**config.mk**
```make
export PLATFORM = sky130hd
export DESIGN_NAME = march_b_memory_test_sequencer_flat
export DESIGN_NICKNAME = d
export VERILOG_FILES = /design/src/rtl/core/mbist_pkg.sv /design/src/rtl/core/mbist_if.sv /design/src/rtl/core/mbist_cfg.sv /design/src/rtl/core/mbist_core.sv /design/src/rtl/core/march_b_memory_test_sequencer.sv /design/src/flat_wrapper.sv
export SDC_FILE = /design/constraint.sdc
export NUM_CORES = 1
export LEC_CHECK = 0
export BUFFER_PORTS_ARGS = -buffer_cell sky130_fd_sc_hd__buf_2
export CORE_MARGIN = 3
export CORE_UTILIZATION = 54
export CTS_CLUSTER_SIZE = 25
export DETAILED_ROUTE_END_ITERATION = 7
export PLACE_DENSITY = 0.77
export SYNTH_ARGS = -nofsm -noshare
export SYNTH_HDL_FRONTEND = slang
export SYNTH_SLANG_ARGS = --single-unit
```
**constraint.sdc**
```tcl
create_clock -name clk_i -period 5.6 [get_ports clk_i]
set_input_delay 0.84 -clock clk_i [delete_from_list [all_inputs] [get_ports clk_i]]
set_output_delay 0.84 -clock clk_i [all_outputs]
set_load 0.02 [all_outputs]
```
**src/rtl/core/mbist_pkg.sv**
```systemverilog
package mbist_pkg;

  // Configuration defaults and reset values
  localparam int unsigned ADDR_BITS_DEF     = 18;
  localparam int unsigned MAX_DATA_BITS_DEF = 8;
  localparam int unsigned MEM_DEPTH_RST     = 65536;
  localparam int unsigned DATA_BITS_RST     = 1;
  localparam logic        TEST_MODE_RST     = 1'b1;

  // March element bookkeeping
  localparam int unsigned ELEM_W    = 3;
  localparam int unsigned OPIDX_W   = 3;
  localparam int unsigned CFG_IDX_W = 2;
  localparam logic [ELEM_W-1:0] LAST_ELEM = 3'd4;

  typedef enum logic [1:0] {
    CMD_NONE  = 2'd0,
    CMD_READ  = 2'd1,
    CMD_WRITE = 2'd2
  } cmd_kind_e;

  typedef enum logic {
    OP_START = 1'b0,
    OP_STEP  = 1'b1
  } operation_e;

  typedef enum logic [CFG_IDX_W-1:0] {
    CFG_MEM_DEPTH = 2'd0,
    CFG_DATA_BITS = 2'd1,
    CFG_TEST_MODE = 2'd2
  } cfg_index_e;

  // Operation encoding: bit 1 = read, bit 0 = data value
  localparam logic [1:0] MOP_W0 = 2'b00;
  localparam logic [1:0] MOP_W1 = 2'b01;
  localparam logic [1:0] MOP_R0 = 2'b10;
  localparam logic [1:0] MOP_R1 = 2'b11;

  function automatic logic [OPIDX_W-1:0] elem_len(input logic [ELEM_W-1:0] elem);
    logic [OPIDX_W-1:0] len;
    unique case (elem)
      3'd0:    len = 3'd1;
      3'd1:    len = 3'd6;
      3'd2:    len = 3'd3;
      3'd3:    len = 3'd4;
      3'd4:    len = 3'd3;
      default: len = 3'd1;
    endcase
    return len;
  endfunction

  function automatic logic elem_down(input logic [ELEM_W-1:0] elem);
    return (elem == 3'd3) || (elem == 3'd4);
  endfunction

  // M0 w0 | M1 r0 w1 r1 w0 r0 w1 | M2 r1 w0 w1 | M3 r1 w0 w1 w0 | M4 r0 w1 w0
  function automatic logic [1:0] op_code(input logic [ELEM_W-1:0]  elem,
                                         input logic [OPIDX_W-1:0] idx);
    logic [1:0] code;
    code = MOP_W0;
    unique case (elem)
      3'd1: begin
        case (idx)
          3'd0:    code = MOP_R0;
          3'd1:    code = MOP_W1;
          3'd2:    code = MOP_R1;
          3'd3:    code = MOP_W0;
          3'd4:    code = MOP_R0;
          3'd5:    code = MOP_W1;
          default: code = MOP_W0;
        endcase
      end
      3'd2, 3'd3: begin
        case (idx)
          3'd0:    code = MOP_R1;
          3'd2:    code = MOP_W1;
          default: code = MOP_W0;
        endcase
      end
      3'd4: begin
        case (idx)
          3'd0:    code = MOP_R0;
          3'd1:    code = MOP_W1;
          default: code = MOP_W0;
        endcase
      end
      default: code = MOP_W0;
    endcase
    return code;
  endfunction

endpackage

```
**src/rtl/core/mbist_if.sv**
```systemverilog
interface mbist_item_if #(
  parameter int unsigned DataW = mbist_pkg::MAX_DATA_BITS_DEF
);
  logic             valid;
  logic             ready;
  logic             operation;
  logic [DataW-1:0] read_data;

  modport source (output valid, output operation, output read_data, input ready);
  modport sink   (input valid, input operation, input read_data, output ready);
endinterface

interface mbist_result_if #(
  parameter int unsigned AddrW = mbist_pkg::ADDR_BITS_DEF,
  parameter int unsigned DataW = mbist_pkg::MAX_DATA_BITS_DEF,
  parameter int unsigned BitW  = 3
);
  logic                        valid;
  logic                        ready;
  logic [1:0]                  cmd_kind;
  logic [AddrW-1:0]            cmd_addr;
  logic [DataW-1:0]            cmd_wdata;
  logic                        finished;
  logic [DataW-1:0]            fail_mask;
  logic [mbist_pkg::ELEM_W-1:0] element_index;
  logic [BitW-1:0]             bit_index;

  modport source (output valid, output cmd_kind, output cmd_addr, output cmd_wdata,
                  output finished, output fail_mask, output element_index,
                  output bit_index, input ready);
  modport sink   (input valid, input cmd_kind, input cmd_addr, input cmd_wdata,
                  input finished, input fail_mask, input element_index,
                  input bit_index, output ready);
endinterface

interface mbist_cfg_if #(
  parameter int unsigned CfgW = 19
);
  logic                               valid;
  logic                               ready;
  logic [mbist_pkg::CFG_IDX_W-1:0]    index;
  logic [CfgW-1:0]                    wdata;

  modport source (output valid, output index, output wdata, input ready);
  modport sink   (input valid, input index, input wdata, output ready);
endinterface

```
**src/rtl/core/mbist_cfg.sv**
```systemverilog
module mbist_cfg #(
  parameter int unsigned ADDR_BITS     = mbist_pkg::ADDR_BITS_DEF,
  parameter int unsigned MAX_DATA_BITS = mbist_pkg::MAX_DATA_BITS_DEF
) (
  input  logic                                 clk_i,
  input  logic                                 rst_ni,
  mbist_cfg_if.sink                            cfg_i,
  output logic [ADDR_BITS:0]                   eff_depth_o,
  output logic [$clog2(MAX_DATA_BITS+1)-1:0]   eff_bits_o,
  output logic                                 test_mode_o
);
  localparam int unsigned DepthW = ADDR_BITS + 1;
  localparam int unsigned DbW    = $clog2(MAX_DATA_BITS + 1);

  logic [DepthW-1:0] depth_q, depth_d;
  logic [DbW-1:0]    bits_q, bits_d;
  logic              mode_q, mode_d;
  logic              wr_en;

  assign cfg_i.ready = 1'b1;
  assign wr_en       = cfg_i.valid && cfg_i.ready;

  always_comb begin
    depth_d = depth_q;
    bits_d  = bits_q;
    mode_d  = mode_q;
    if (wr_en) begin
      unique case (cfg_i.index)
        mbist_pkg::CFG_MEM_DEPTH: depth_d = cfg_i.wdata[DepthW-1:0];
        mbist_pkg::CFG_DATA_BITS: bits_d  = cfg_i.wdata[DbW-1:0];
        mbist_pkg::CFG_TEST_MODE: mode_d  = cfg_i.wdata[0];
        default: ;
      endcase
    end
  end

  always_ff @(posedge clk_i or negedge rst_ni) begin
    if (!rst_ni) begin
      depth_q <= DepthW'(mbist_pkg::MEM_DEPTH_RST);
      bits_q  <= DbW'(mbist_pkg::DATA_BITS_RST);
      mode_q  <= mbist_pkg::TEST_MODE_RST;
    end else begin
      depth_q <= depth_d;
      bits_q  <= bits_d;
      mode_q  <= mode_d;
    end
  end

  // Zero means one; clamp to what the address and data widths can reach
  always_comb begin
    if (depth_q == '0) begin
      eff_depth_o = DepthW'(1);
    end else if (depth_q > (DepthW'(1) << ADDR_BITS)) begin
      eff_depth_o = DepthW'(1) << ADDR_BITS;
    end else begin
      eff_depth_o = depth_q;
    end
    if (bits_q == '0) begin
      eff_bits_o = DbW'(1);
    end else if (bits_q > DbW'(MAX_DATA_BITS)) begin
      eff_bits_o = DbW'(MAX_DATA_BITS);
    end else begin
      eff_bits_o = bits_q;
    end
  end

  assign test_mode_o = mode_q;

endmodule

```
**src/rtl/core/mbist_core.sv**
```systemverilog
module mbist_core #(
  parameter int unsigned ADDR_BITS     = mbist_pkg::ADDR_BITS_DEF,
  parameter int unsigned MAX_DATA_BITS = mbist_pkg::MAX_DATA_BITS_DEF,
  parameter int unsigned BitW          = 3
) (
  input  logic                                clk_i,
  input  logic                                rst_ni,
  input  logic                                step_en_i,
  input  logic                                operation_i,
  input  logic [MAX_DATA_BITS-1:0]            read_data_i,
  input  logic [ADDR_BITS:0]                  eff_depth_i,
  input  logic [$clog2(MAX_DATA_BITS+1)-1:0]  eff_bits_i,
  input  logic                                test_mode_i,
  output logic [1:0]                          cmd_kind_o,
  output logic [ADDR_BITS-1:0]                cmd_addr_o,
  output logic [MAX_DATA_BITS-1:0]            cmd_wdata_o,
  output logic                                finished_o,
  output logic [MAX_DATA_BITS-1:0]            fail_mask_o,
  output logic [mbist_pkg::ELEM_W-1:0]        element_index_o,
  output logic [BitW-1:0]                     bit_index_o
);
  localparam int unsigned ElemW  = mbist_pkg::ELEM_W;
  localparam int unsigned OpW    = mbist_pkg::OPIDX_W;
  localparam int unsigned DepthW = ADDR_BITS + 1;
  localparam int unsigned CmpW   = $clog2(MAX_DATA_BITS + 1) + 1;

  logic [ElemW-1:0]         elem_q, elem_d;
  logic [OpW-1:0]           opi_q, opi_d;
  logic [ADDR_BITS-1:0]     addr_q, addr_d;
  logic [BitW-1:0]          bit_q, bit_d;
  logic [MAX_DATA_BITS-1:0] fail_q, fail_d;
  logic                     pend_q, pend_d;
  logic                     exp_q, exp_d;
  logic                     run_q, run_d;
  logic                     done_q, done_d;

  logic [1:0]               code;
  logic [MAX_DATA_BITS-1:0] mask;
  logic                     issue;
  logic [ElemW-1:0]         iss_elem;
  logic [BitW-1:0]          iss_bit;
  logic                     last_bit;
  logic                     up_more;

  always_comb begin
    elem_d = elem_q;
    opi_d  = opi_q;
    addr_d = addr_q;
    bit_d  = bit_q;
    fail_d = fail_q;
    pend_d = pend_q;
    exp_d  = exp_q;
    run_d  = run_q;
    done_d = done_q;
    code   = mbist_pkg::MOP_W0;
    mask   = '0;
    issue  = 1'b0;
    iss_elem = elem_q;
    iss_bit  = bit_q;
    last_bit = 1'b0;
    up_more  = 1'b0;
    cmd_kind_o  = mbist_pkg::CMD_NONE;
    cmd_addr_o  = '0;
    cmd_wdata_o = '0;

    if (operation_i == mbist_pkg::OP_START) begin
      elem_d = '0;
      opi_d  = '0;
      addr_d = '0;
      bit_d  = '0;
      fail_d = '0;
      pend_d = 1'b0;
      exp_d  = 1'b0;
      run_d  = 1'b1;
      done_d = 1'b0;
    end else begin
      // Check the read; on mismatch go to the next bit or end the run
      if (run_q && pend_q) begin
        pend_d = 1'b0;
        if (read_data_i[bit_q] != exp_q) begin
          fail_d   = fail_q | (MAX_DATA_BITS'(1) << bit_q);
          last_bit = (CmpW'(bit_q) + CmpW'(1)) >= CmpW'(eff_bits_i);
          elem_d   = '0;
          opi_d    = '0;
          addr_d   = '0;
          if (last_bit) begin
            run_d  = 1'b0;
            done_d = 1'b1;
          end else begin
            bit_d  = bit_q + BitW'(1);
          end
        end
      end

      if (run_d) begin
        issue    = 1'b1;
        code     = mbist_pkg::op_code(elem_d, opi_d);
        mask     = MAX_DATA_BITS'(1) << bit_d;
        iss_elem = elem_d;
        iss_bit  = bit_d;
        cmd_addr_o = addr_d;
        if (code[1]) begin
          cmd_kind_o = mbist_pkg::CMD_READ;
          pend_d     = 1'b1;
          exp_d      = code[0];
        end else begin
          cmd_kind_o  = mbist_pkg::CMD_WRITE;
          cmd_wdata_o = code[0] ? mask : ~mask;
        end

        // Advance op, then address, then element, then bit
        up_more = (DepthW'(addr_d) + DepthW'(1)) < eff_depth_i;
        if ((opi_d + OpW'(1)) < mbist_pkg::elem_len(elem_d)) begin
          opi_d = opi_d + OpW'(1);
        end else begin
          opi_d = '0;
          if (mbist_pkg::elem_down(elem_d) && (addr_d != '0)) begin
            addr_d = addr_d - ADDR_BITS'(1);
          end else if (!mbist_pkg::elem_down(elem_d) && up_more) begin
            addr_d = addr_d + ADDR_BITS'(1);
          end else if ((elem_d == '0) && !test_mode_i) begin
            run_d  = 1'b0;
            done_d = 1'b1;
            elem_d = '0;
            addr_d = '0;
          end else if (elem_d >= mbist_pkg::LAST_ELEM) begin
            last_bit = (CmpW'(bit_d) + CmpW'(1)) >= CmpW'(eff_bits_i);
            elem_d   = '0;
            addr_d   = '0;
            if (last_bit) begin
              run_d  = 1'b0;
              done_d = 1'b1;
            end else begin
              bit_d  = bit_d + BitW'(1);
            end
          end else begin
            elem_d = elem_d + ElemW'(1);
            addr_d = mbist_pkg::elem_down(elem_d) ?
                     ADDR_BITS'(eff_depth_i - DepthW'(1)) : '0;
          end
        end
      end
    end

    finished_o      = done_d;
    fail_mask_o     = fail_d;
    element_index_o = issue ? iss_elem : elem_d;
    bit_index_o     = issue ? iss_bit : bit_d;
  end

  always_ff @(posedge clk_i or negedge rst_ni) begin
    if (!rst_ni) begin
      elem_q <= '0;
      opi_q  <= '0;
      addr_q <= '0;
      bit_q  <= '0;
      fail_q <= '0;
      pend_q <= 1'b0;
      exp_q  <= 1'b0;
      run_q  <= 1'b0;
      done_q <= 1'b0;
    end else if (step_en_i) begin
      elem_q <= elem_d;
      opi_q  <= opi_d;
      addr_q <= addr_d;
      bit_q  <= bit_d;
      fail_q <= fail_d;
      pend_q <= pend_d;
      exp_q  <= exp_d;
      run_q  <= run_d;
      done_q <= done_d;
    end
  end

  a_run_done_excl: assert property (@(posedge clk_i) disable iff (!rst_ni)
    !(run_q && done_q))
    else $error("running and done both set");

  a_pend_needs_run: assert property (@(posedge clk_i) disable iff (!rst_ni)
    pend_q |-> run_q)
    else $error("read pending outside a run");

  a_op_in_range: assert property (@(posedge clk_i) disable iff (!rst_ni)
    (elem_q <= mbist_pkg::LAST_ELEM) && (opi_q < mbist_pkg::elem_len(elem_q)))
    else $error("march position out of range");

  a_fail_sticky: assert property (@(posedge clk_i) disable iff (!rst_ni)
    (step_en_i && (operation_i == mbist_pkg::OP_STEP))
      |=> ((fail_q & $past(fail_q)) == $past(fail_q)))
    else $error("fail flag cleared without a start");

endmodule

```
**src/rtl/core/march_b_memory_test_sequencer.sv**
```systemverilog
// A transaction passes the input register, then the result register, to
// result_o. Throughput: one transaction per cycle while result_o.ready is
// high; as separate stages, a new item enters while a result waits.
// The per-item work is a single combinational pass over the march state.
// Reset (rst_ni low, asynchronous): both stages empty, run idle, fail flags
// clear, registers at depth 65536, one data bit, full March B.
module march_b_memory_test_sequencer #(
  parameter int unsigned ADDR_BITS     = mbist_pkg::ADDR_BITS_DEF,
  parameter int unsigned MAX_DATA_BITS = mbist_pkg::MAX_DATA_BITS_DEF,
  parameter int unsigned BitW          = (MAX_DATA_BITS > 1) ? $clog2(MAX_DATA_BITS) : 1
) (
  input  logic          clk_i,
  input  logic          rst_ni,
  mbist_cfg_if.sink     cfg_i,
  mbist_item_if.sink    item_i,
  mbist_result_if.source result_o
);
  localparam int unsigned DbW = $clog2(MAX_DATA_BITS + 1);

  // Configuration registers, clamped to usable values
  logic [ADDR_BITS:0] eff_depth;
  logic [DbW-1:0]     eff_bits;
  logic               test_mode;

  mbist_cfg #(
    .ADDR_BITS     (ADDR_BITS),
    .MAX_DATA_BITS (MAX_DATA_BITS)
  ) u_cfg (
    .clk_i       (clk_i),
    .rst_ni      (rst_ni),
    .cfg_i       (cfg_i),
    .eff_depth_o (eff_depth),
    .eff_bits_o  (eff_bits),
    .test_mode_o (test_mode)
  );

  // Input stage: holds one transaction until the result register can take it
  logic                     s1_valid_q, s1_valid_d;
  logic                     s1_op_q;
  logic [MAX_DATA_BITS-1:0] s1_rdata_q;
  logic                     out_free;
  logic                     s1_fire;
  logic                     in_fire;

  // Result register
  logic                        out_valid_q, out_valid_d;
  logic [1:0]                  kind_q, kind_d;
  logic [ADDR_BITS-1:0]        addr_q, addr_d;
  logic [MAX_DATA_BITS-1:0]    wdata_q, wdata_d;
  logic                        fin_q, fin_d;
  logic [MAX_DATA_BITS-1:0]    fmask_q, fmask_d;
  logic [mbist_pkg::ELEM_W-1:0] elem_q, elem_d;
  logic [BitW-1:0]             bidx_q, bidx_d;

  assign out_free     = !out_valid_q || result_o.ready;
  assign s1_fire      = s1_valid_q && out_free;
  assign item_i.ready = !s1_valid_q || out_free;
  assign in_fire      = item_i.valid && item_i.ready;

  assign s1_valid_d  = in_fire ? 1'b1 : (s1_fire ? 1'b0 : s1_valid_q);
  assign out_valid_d = s1_fire ? 1'b1 : (result_o.ready ? 1'b0 : out_valid_q);

  // March state advances only when a stage-1 transaction moves into the
  // result register, so each step is processed exactly once.
  mbist_core #(
    .ADDR_BITS     (ADDR_BITS),
    .MAX_DATA_BITS (MAX_DATA_BITS),
    .BitW          (BitW)
  ) u_core (
    .clk_i           (clk_i),
    .rst_ni          (rst_ni),
    .step_en_i       (s1_fire),
    .operation_i     (s1_op_q),
    .read_data_i     (s1_rdata_q),
    .eff_depth_i     (eff_depth),
    .eff_bits_i      (eff_bits),
    .test_mode_i     (test_mode),
    .cmd_kind_o      (kind_d),
    .cmd_addr_o      (addr_d),
    .cmd_wdata_o     (wdata_d),
    .finished_o      (fin_d),
    .fail_mask_o     (fmask_d),
    .element_index_o (elem_d),
    .bit_index_o     (bidx_d)
  );

  always_ff @(posedge clk_i or negedge rst_ni) begin
    if (!rst_ni) begin
      s1_valid_q  <= 1'b0;
      out_valid_q <= 1'b0;
    end else begin
      s1_valid_q  <= s1_valid_d;
      out_valid_q <= out_valid_d;
    end
  end

  // Payload registers carry no reset
  always_ff @(posedge clk_i) begin
    if (in_fire) begin
      s1_op_q    <= item_i.operation;
      s1_rdata_q <= item_i.read_data;
    end
    if (s1_fire) begin
      kind_q  <= kind_d;
      addr_q  <= addr_d;
      wdata_q <= wdata_d;
      fin_q   <= fin_d;
      fmask_q <= fmask_d;
      elem_q  <= elem_d;
      bidx_q  <= bidx_d;
    end
  end

  assign result_o.valid         = out_valid_q;
  assign result_o.cmd_kind      = kind_q;
  assign result_o.cmd_addr      = addr_q;
  assign result_o.cmd_wdata     = wdata_q;
  assign result_o.finished      = fin_q;
  assign result_o.fail_mask     = fmask_q;
  assign result_o.element_index = elem_q;
  assign result_o.bit_index     = bidx_q;

endmodule

```
**src/flat_wrapper.sv**
```systemverilog
// flat-port wrapper written by rule: the top's interface ports become plain ports
module march_b_memory_test_sequencer_flat 
#(
  parameter int unsigned ADDR_BITS     = mbist_pkg::ADDR_BITS_DEF,
  parameter int unsigned MAX_DATA_BITS = mbist_pkg::MAX_DATA_BITS_DEF,
  parameter int unsigned BitW          = (MAX_DATA_BITS > 1) ? $clog2(MAX_DATA_BITS) : 1
)
  (clk_i, rst_ni, cfg_i_valid, cfg_i_index, cfg_i_wdata, cfg_i_ready, item_i_valid, item_i_operation, item_i_read_data, item_i_ready, result_o_valid, result_o_cmd_kind, result_o_cmd_addr, result_o_cmd_wdata, result_o_finished, result_o_fail_mask, result_o_element_index, result_o_bit_index, result_o_ready);
  mbist_cfg_if cfg_i_i ();
  mbist_item_if item_i_i ();
  mbist_result_if #(.BitW(BitW)) result_o_i ();
  input  logic clk_i;
  input  logic rst_ni;
  input wire logic [$bits(cfg_i_i.valid)-1:0] cfg_i_valid;
  input wire logic [$bits(cfg_i_i.index)-1:0] cfg_i_index;
  input wire logic [$bits(cfg_i_i.wdata)-1:0] cfg_i_wdata;
  output wire logic [$bits(cfg_i_i.ready)-1:0] cfg_i_ready;
  input wire logic [$bits(item_i_i.valid)-1:0] item_i_valid;
  input wire logic [$bits(item_i_i.operation)-1:0] item_i_operation;
  input wire logic [$bits(item_i_i.read_data)-1:0] item_i_read_data;
  output wire logic [$bits(item_i_i.ready)-1:0] item_i_ready;
  output wire logic [$bits(result_o_i.valid)-1:0] result_o_valid;
  output wire logic [$bits(result_o_i.cmd_kind)-1:0] result_o_cmd_kind;
  output wire logic [$bits(result_o_i.cmd_addr)-1:0] result_o_cmd_addr;
  output wire logic [$bits(result_o_i.cmd_wdata)-1:0] result_o_cmd_wdata;
  output wire logic [$bits(result_o_i.finished)-1:0] result_o_finished;
  output wire logic [$bits(result_o_i.fail_mask)-1:0] result_o_fail_mask;
  output wire logic [$bits(result_o_i.element_index)-1:0] result_o_element_index;
  output wire logic [$bits(result_o_i.bit_index)-1:0] result_o_bit_index;
  input wire logic [$bits(result_o_i.ready)-1:0] result_o_ready;
  assign cfg_i_i.valid = cfg_i_valid;
  assign cfg_i_i.index = cfg_i_index;
  assign cfg_i_i.wdata = cfg_i_wdata;
  assign cfg_i_ready = cfg_i_i.ready;
  assign item_i_i.valid = item_i_valid;
  assign item_i_i.operation = item_i_operation;
  assign item_i_i.read_data = item_i_read_data;
  assign item_i_ready = item_i_i.ready;
  assign result_o_valid = result_o_i.valid;
  assign result_o_cmd_kind = result_o_i.cmd_kind;
  assign result_o_cmd_addr = result_o_i.cmd_addr;
  assign result_o_cmd_wdata = result_o_i.cmd_wdata;
  assign result_o_finished = result_o_i.finished;
  assign result_o_fail_mask = result_o_i.fail_mask;
  assign result_o_element_index = result_o_i.element_index;
  assign result_o_bit_index = result_o_i.bit_index;
  assign result_o_i.ready = result_o_ready;
  march_b_memory_test_sequencer #(.ADDR_BITS(ADDR_BITS), .MAX_DATA_BITS(MAX_DATA_BITS), .BitW(BitW)) u_core (.clk_i(clk_i), .rst_ni(rst_ni), .cfg_i(cfg_i_i), .item_i(item_i_i), .result_o(result_o_i));
endmodule
```
==> metrics.csv, run 1 <==
metric,value,unit
core utilization of the finished layout,0.646,
ratio of total power to cell area,579,nW/µm²
Main synth FF type,sky130_fd_sc_hd__dfrtp_1,
cell area after technology mapping,7900,µm²
worst reg2reg setup slack,410,ps
kind of path behind the tightest hold check,flip-flop to flip-flop,
TritonCTS Buffers,17,
reg2reg start,u_core.u_core.bit_q[0],
Fmax,193,MHz
number of I/O pins,81,
antenna violations before repair,0,
placeable core region,14100,µm²
fraction of power consumed by combinational cells,0.549,
maximum buffer depth of the clock tree,2,
leading post-synthesis cells by cell area,"sky130_fd_sc_hd__edfxtp_1 20%, sky130_fd_sc_hd__dfrtp_1 20%, sky130_fd_sc_hd__ha_1 8.6%",
Peak VDD IR,0.277,mV
number of detailed-routing iterations run before antenna repair,5,
Worst path most repeated cell,sky130_fd_sc_hd__nor2_1,
post-synthesis cell type count,88,
largest net degree at the start of global routing,66,
global-route wire length before repair,31900,µm
Post-Syn Instances,835,
area grow syn2layout,15.4,%
crit path launch,u_core.u_core.bit_q[0],
total global routing track utilization,0.246,
maximum clock skew at final layout,7.62,ps
crit-path leading delay family,compound AO/OA/AOI/OAI gates,
CTS tree,done,
total negative slack,0,ps
detailed-route wire length,19400,µm
cells along the critical path,"mux2_1, a2bb2oi_2, and3_1, nor2_2, nand2_1, inv_1, ha_1, nand3_2, nor2_1, xnor2_1, nor2_1, ha_1, a211oi_1, nor2_1, a2111oi_0, o31ai_1, a21o_1, buf_4, or2_4, o22a_1, a32o_1",
headroom to the max-slew limit,0.441,
Critical Path Max Stage Delay,470,ps
synthesis-stage register bit count,117,
number of max-slew violations in the final report,0,
Chip Width,127,µm
actual transition at the worst max-transition pin,839,ps
Syn Nets,924,
total net switching power,2390,µW
count of final hold-check violations,0,
vias per cell,6.04,
clk_lat worst skew,420,ps
switching power share of the total,0.452,
tightest hold margin,498,ps
post-synthesis area per instance,9.46,µm²
"Data arrival, critical path",5500,ps
Critical Path Sink Type,flip-flop,
element type at the critical path start,flip-flop,
critical path class,flip-flop to flip-flop,
CP required,5910,ps
Final Wtd Congestion,0.938,
Clk network pwr share,0.212,
setup repair after global routing missed its margin,no,
Die Y,127,µm
status,finished clean,
terminus of the critical flop-to-flop path,u_core.u_core.addr_q[8],
average wire per cell in the routed design,17.6,µm
antenna fix cells,0,
DRC errors left,0,
area of the die,16100,µm²
ratio of cells with drive above 1 in the final layout,0.214,
sequential share of the synthesized area,0.404,
H-Tree Depth,4,
hold depth,2,
Sinks on Clock Net,117,
final critical-path share of the clock period,0.927,
Final HPWL DP,14000,µm
Hold Startpoint,u_core.u_core.fail_q[7],
cell-internal power,2890,µW
vias after detailed routing,6657,
MaxCap Viol Count,0,
count of yosys warnings during synthesis,0,
number of buffers and inverters on the critical path,2,
standard-cell row count,43,
initial cell density of the core,0.560,
count of nets after finishing,998,
Critical Path Fanout Max,11,
final worst path period need,5190,ps
post-synth top area share,0.198,
number of global-route vias before repair,6302,
worst reg-to-reg path cell count,21,
number of buffers inserted by port buffering,79,
Iteration-0 DRC Markers,677,
"FFs w/ async S/R, synth",0.556,
remaining antenna violation count,0,
library cell contributing the largest single delay on the critical path,sky130_fd_sc_hd__dfrtp_1,
"Endpoint, Worst Hold",u_core.u_core.fail_q[7],
clock-pin slew on the worst setup and hold paths,60,ps
root buffer selected by CTS,sky130_fd_sc_hd__clkbuf_16,
remaining global-route overflow,0,
Filler Cells Inserted,1151,
part of the power in registers,0.239,
number of enable flip-flop cells after synthesis,52,
final number of setup-violating endpoints,0,
cell type contributing the most total cell area after synthesis,sky130_fd_sc_hd__edfxtp_1,
standby leakage power,0.00394,µW
-- logic make-up after synthesis --
group,count (synthesis),synth area share
simple gates,325,0.205
compound gates,188,0.169
flops,117,0.404
buf+inv,73,0.0398
fa+ha+maj,54,0.0856
xor+xnor,39,0.0433
mux,38,0.0524
other cells,1,0.000475
-- cell usage in the layout, fill, tap and decap left out, drive strengths merged, types with 18 or more instances in the layout --
| cell type | count |
|---|---|
| buf | 98 |
| a21oi | 38 |
| mux2 | 27 |
| nor2 | 93 |
| edfxtp | 52 |
| ha | 54 |
| nor3 | 30 |
| xnor2 | 25 |
| inv | 32 |
| clkbuf | 18 |
| nand2 | 102 |
| dfrtp | 62 |
| o21ai | 46 |
-- routing by layer --
layer  part of all wire  global-route usage
met3              0.082              0.0581
met1               0.46               0.349
met2               0.43               0.367
met5                  0                   0
met4              0.026              0.0940
-- timing repair --
item | in CTS | in global routing
hold buffers | 0 | 0
setup endpoints to repair | 0 | 26
buffers inserted | 0 | 4
gates resized for setup | 0 | 7
-- worst register-to-register path: cells and delay by family, from the launching register on --
family                   cells  cell delay (ps)
buffers and inverters        2              250
multiplexers                 1              370
flip-flops                   1              470
XOR/XNOR                     1              130
AO/OA/AOI/OAI                7             1890
adder cells (fa/ha/maj)      2              610
AND/OR/NAND/NOR              8             1360
-- power by group through the flow --
stage	sequential, µW	clock [µW]	combinational [µW]
floorplan	1260	0	2070
global placement	1270	0	2700
detailed placement	1270	0	2720
CTS	1260	1130	2750
global route	1280	1170	3140
finish	1260	1120	2900
-- per-stage QoR --
stage / power [µW] / setup WS [ps] / std cells / area [µm²]
floorplan: 3340 / 389 / 835 / 7900
global placement: 3960 / 282 / 1066 / 8430
detailed placement: 3990 / 195 / 1066 / 8430
CTS: 5140 / 167 / 1098 / 9040
global route: 5600 / 47.6 / 1102 / 9110
finish: 5280 / 409 / 1102 / 9110
-- registers in the layout, indices dropped and copies added, names as in the netlist, 2 cells and up --
signal / flops
u_core.u_cfg.bits_q: 4
u_core.s1_rdata_q: 8
u_core.u_core.elem_q: 3
u_core.u_core.fail_q: 8
u_core.u_core.bit_q: 3
u_core.result_o.fail_mask: 8
u_core.u_core.addr_q: 18
u_core.result_o.cmd_wdata: 8
u_core.u_cfg.depth_q: 19
u_core.result_o.element_index: 3
u_core.result_o.cmd_addr: 18
u_core.result_o.cmd_kind: 2
u_core.result_o.bit_index: 3
u_core.u_core.opi_q: 3
-- layout make-up --
class	count	area [µm²]	share of cell area
multi-input cells	645	4420	0.486
flip-flops and latches	117	3190	0.350
repair buffers	98	551	0.0604
clock inverters	14	176	0.0194
inverters	30	113	0.0124
clock buffers	18	429	0.0471
well taps	180	225	0.0247
-- cells in the mapped netlist, types with 15 or more instances --
master,instances
sky130_fd_sc_hd__a21oi_1,37
sky130_fd_sc_hd__o21ai_0,26
sky130_fd_sc_hd__inv_1,27
sky130_fd_sc_hd__ha_1,54
sky130_fd_sc_hd__mux2_2,26
sky130_fd_sc_hd__nor2_1,93
sky130_fd_sc_hd__xnor2_1,25
sky130_fd_sc_hd__o21ai_1,20
sky130_fd_sc_hd__dfrtp_1,62
sky130_fd_sc_hd__edfxtp_1,52
sky130_fd_sc_hd__nand3_1,15
sky130_fd_sc_hd__clkbuf_1,27
sky130_fd_sc_hd__nand2_1,101
sky130_fd_sc_hd__a31oi_1,15
sky130_fd_sc_hd__nor3_1,25
-- worst max path at each step --
stage                     depth (start not counted)                      end  slack (ps)
after floorplan                                  24  u_core.u_core.addr_q[8]         390
after global placement                           21  u_core.u_core.elem_q[2]         280
after detailed placement                         21  u_core.u_core.elem_q[2]         200
after CTS                                        21  u_core.u_core.elem_q[2]         170
after global routing                             21  u_core.u_core.elem_q[2]          50
final                                            21  u_core.u_core.addr_q[8]         410
(Power assumes the default switching activity.)
==> inputs of run 2 (changes only) <==
Settings changed: ABC_AREA set to 1, PLACE_DENSITY 0.77 to 0.89.
==> run 2 against run 1 <==
Compared with the run above:
- global-route usage grew 2.3 points
- total power shrank 26%
- synthesized cell count grew 24%
- die area grew 0.69%
- core utilization shrank 0.38 points
- synthesized area grew 0.73%
- highest routed layer unchanged
- clock power is essentially flat
- final area shrank 0.21%
- critical path depth grew 7
==> metrics.csv, run 2 <==
metric,value,unit
initial cell density of the core,0.562,
Reg with most FFs,u_core.u_cfg.depth_q,
placeable core region,14100,µm²
total negative slack,0,ps
number of I/O pins,81,
synthesis-stage register bit count,117,
clk_lat worst skew,430,ps
root buffer selected by CTS,sky130_fd_sc_hd__clkbuf_16,
kind of path behind the tightest hold check,flip-flop to flip-flop,
commonest cells in the synthesized netlist,"233 x sky130_fd_sc_hd__nand2_1, 132 x sky130_fd_sc_hd__inv_1, 114 x sky130_fd_sc_hd__nor2_1",
antenna violations before repair,0,
Chip Width,127,µm
ratio of total power to cell area,428,nW/µm²
total power after layout,3890,µW
maximum clock skew at final layout,8.55,ps
final critical-path share of the clock period,0.876,
reg2reg start,u_core.u_core.bit_q[0],
maximum buffer depth of the clock tree,2,
vias after detailed routing,7433,
count of yosys warnings during synthesis,0,
number of global-route vias before repair,7120,
cell type contributing the most total cell area after synthesis,sky130_fd_sc_hd__edfxtp_1,
crit path launch,u_core.u_core.bit_q[0],
status,finished clean,
final worst path period need,4910,ps
Fmax,204,MHz
detailed-route wire length,21100,µm
Final HPWL DP,15200,µm
critical path class,flip-flop to flip-flop,
MaxCap Viol Count,0,
Iteration-0 DRC Markers,788,
Hold Startpoint,u_core.u_cfg.bits_q[3],
max FFs per register,19,
global-route wire length before repair,34900,µm
Final Wtd Congestion,1.02,
setup repair after global routing missed its margin,no,
area after detailed placement,8490,µm²
worst reg2reg setup slack,690,ps
ratio of cells with drive above 1 in the final layout,0.155,
CTS tree,done,
worst reg-to-reg path cell count,28,
number of max-slew violations in the final report,0,
post-synthesis cell type count,47,
remaining global-route overflow,0,
Post-CTS Setup Bufs,0,
Critical Path Max Stage Delay,510,ps
Critical Path Fanout Max,31,
antenna fix cells,0,
TritonCTS Buffers,17,
final number of setup-violating endpoints,0,
number of buffers inserted by port buffering,79,
average wire per cell in the routed design,16.1,µm
post-synth top area share,0.196,
headroom to the max-slew limit,0.287,
element type at the critical path start,flip-flop,
standby leakage power,0.00463,µW
post-synthesis area per instance,7.67,µm²
post-route cell area,9090,µm²
Cell Count Post-Placement,1278,
total global routing track utilization,0.269,
"leading cell type in the layout, fill and taps excluded",sky130_fd_sc_hd__nand2_1,
actual transition at the worst max-transition pin,1070,ps
terminus of the critical flop-to-flop path,u_core.u_core.addr_q[1],
most instantiated library cell after synthesis,sky130_fd_sc_hd__nand2_1,
vias per cell,5.67,
CTS Hold Buffers Added,0,
CP required,5910,ps
Peak VDD IR,0.244,mV
area of the die,16200,µm²
largest net degree at the start of global routing,66,
leading post-synthesis cells by cell area,"sky130_fd_sc_hd__edfxtp_1 20%, sky130_fd_sc_hd__dfrtp_1 20%, sky130_fd_sc_hd__nand2_1 11%",
"commonest non-fill, non-tap cells in the layout","233 x sky130_fd_sc_hd__nand2_1, 132 x sky130_fd_sc_hd__inv_1, 114 x sky130_fd_sc_hd__nor2_1",
standard-cell row count,43,
Sinks on Clock Net,117,
"FFs w/ async S/R, synth",0.556,
Critical Path Sink Type,flip-flop,
remaining antenna violation count,0,
crit path to,u_core.u_core.addr_q[1],
Syn Nets,1126,
"Data arrival, critical path",5220,ps
clock-pin slew on the worst setup and hold paths,60,ps
number of detailed-routing iterations run before antenna repair,6,
number of enable flip-flop cells after synthesis,52,
cell area after technology mapping,7950,µm²
H-Tree Depth,4,
DRC errors left,0,
count of non-filler cells in the finished layout,1310,
count of final hold-check violations,0,
Die Y,127,µm
number of resized instances in the post-cts repair step,0,
Post-Syn Instances,1037,
area grow syn2layout,14.3,%
Main synth FF type,sky130_fd_sc_hd__dfrtp_1,
sequential share of the synthesized area,0.401,
tightest hold margin,493,ps
library cell contributing the largest single delay on the critical path,sky130_fd_sc_hd__dfrtp_1,
count of nets after finishing,1206,
run 2: changes by cell type in the layout (fill, tap and decap cells not counted), sizes merged, moves of 21 or more:
cell and delta:
nand2 +150, inv +117, nand3 +58, o21ai +44, nor2 +30, a21oi +21, mux2 -21
run 2: worst min-delay path by stage:
stage / to / slack, ps / cells after the start
detailed placement: u_core.u_core.addr_q[14] / 480 / 2
CTS: u_core.u_core.addr_q[14] / 490 / 2
global placement: u_core.u_cfg.bits_q[3] / 470 / 2
global route: u_core.u_cfg.bits_q[0] / 530 / 2
floorplan: u_core.u_core.addr_q[14] / 450 / 2
finish: u_core.u_cfg.bits_q[3] / 490 / 2
run 2: cell type report:
class                      instances  area [µm²]
clock inverter                    14         174
tap                              180         225
sequential                       117        3190
inverter                         146         551
timing repair buffer              86         448
multi-input combinational        749        4070
clock buffer                      18         429
fill                            1189        5060
run 2: cell families after synthesis:
| group | Yosys count | share of synthesized area |
|---|---|---|
| AOI/OAI and AO/OA | 175 | 0.119 |
| xor gates and xnor gates | 22 | 0.0242 |
| muxes | 6 | 0.00849 |
| DFF | 117 | 0.401 |
| other | 1 | 0.000471 |
| adders and majority gates | 54 | 0.0849 |
| buffers and inverters | 171 | 0.0868 |
| and+or+nand+nor | 491 | 0.275 |
run 2: where the power goes:
| part | internal [µW] | switching [µW] | total [µW] |
|---|---|---|---|
| clock network | 702 | 426 | 1130 |
| registers | 1050 | 83.7 | 1130 |
| logic | 485 | 1140 | 1630 |
run 2: through the flow:
stage,worst slack [ps],util
6_report,692,0.642
5_1_grt,267,0.642
4_1_cts,781,0.642
3_5_place_dp,889,0.600
3_3_place_gp,1020,0.600
2_1_floorplan,1740,-
run 2: worst max-delay path: cells and delay by family, from the launching register on:
kind / cells / cell delay, ps
AND/OR/NAND/NOR: 15 / 2120
flip-flops: 1 / 510
buffers and inverters: 6 / 800
adder cells (fa/ha/maj): 2 / 510
AO/OA/AOI/OAI: 5 / 850
run 2: layer usage:
| metal | up-vias | part of all wire | global-route usage |
|---|---|---|---|
| li1 | 3581 | - | - |
| met1 | 3376 | 0.43 | 0.367 |
| met2 | 428 | 0.44 | 0.406 |
| met3 | 48 | 0.11 | 0.0753 |
| met4 | 0 | 0.023 | 0.109 |
| met5 | - | 0 | 0 |
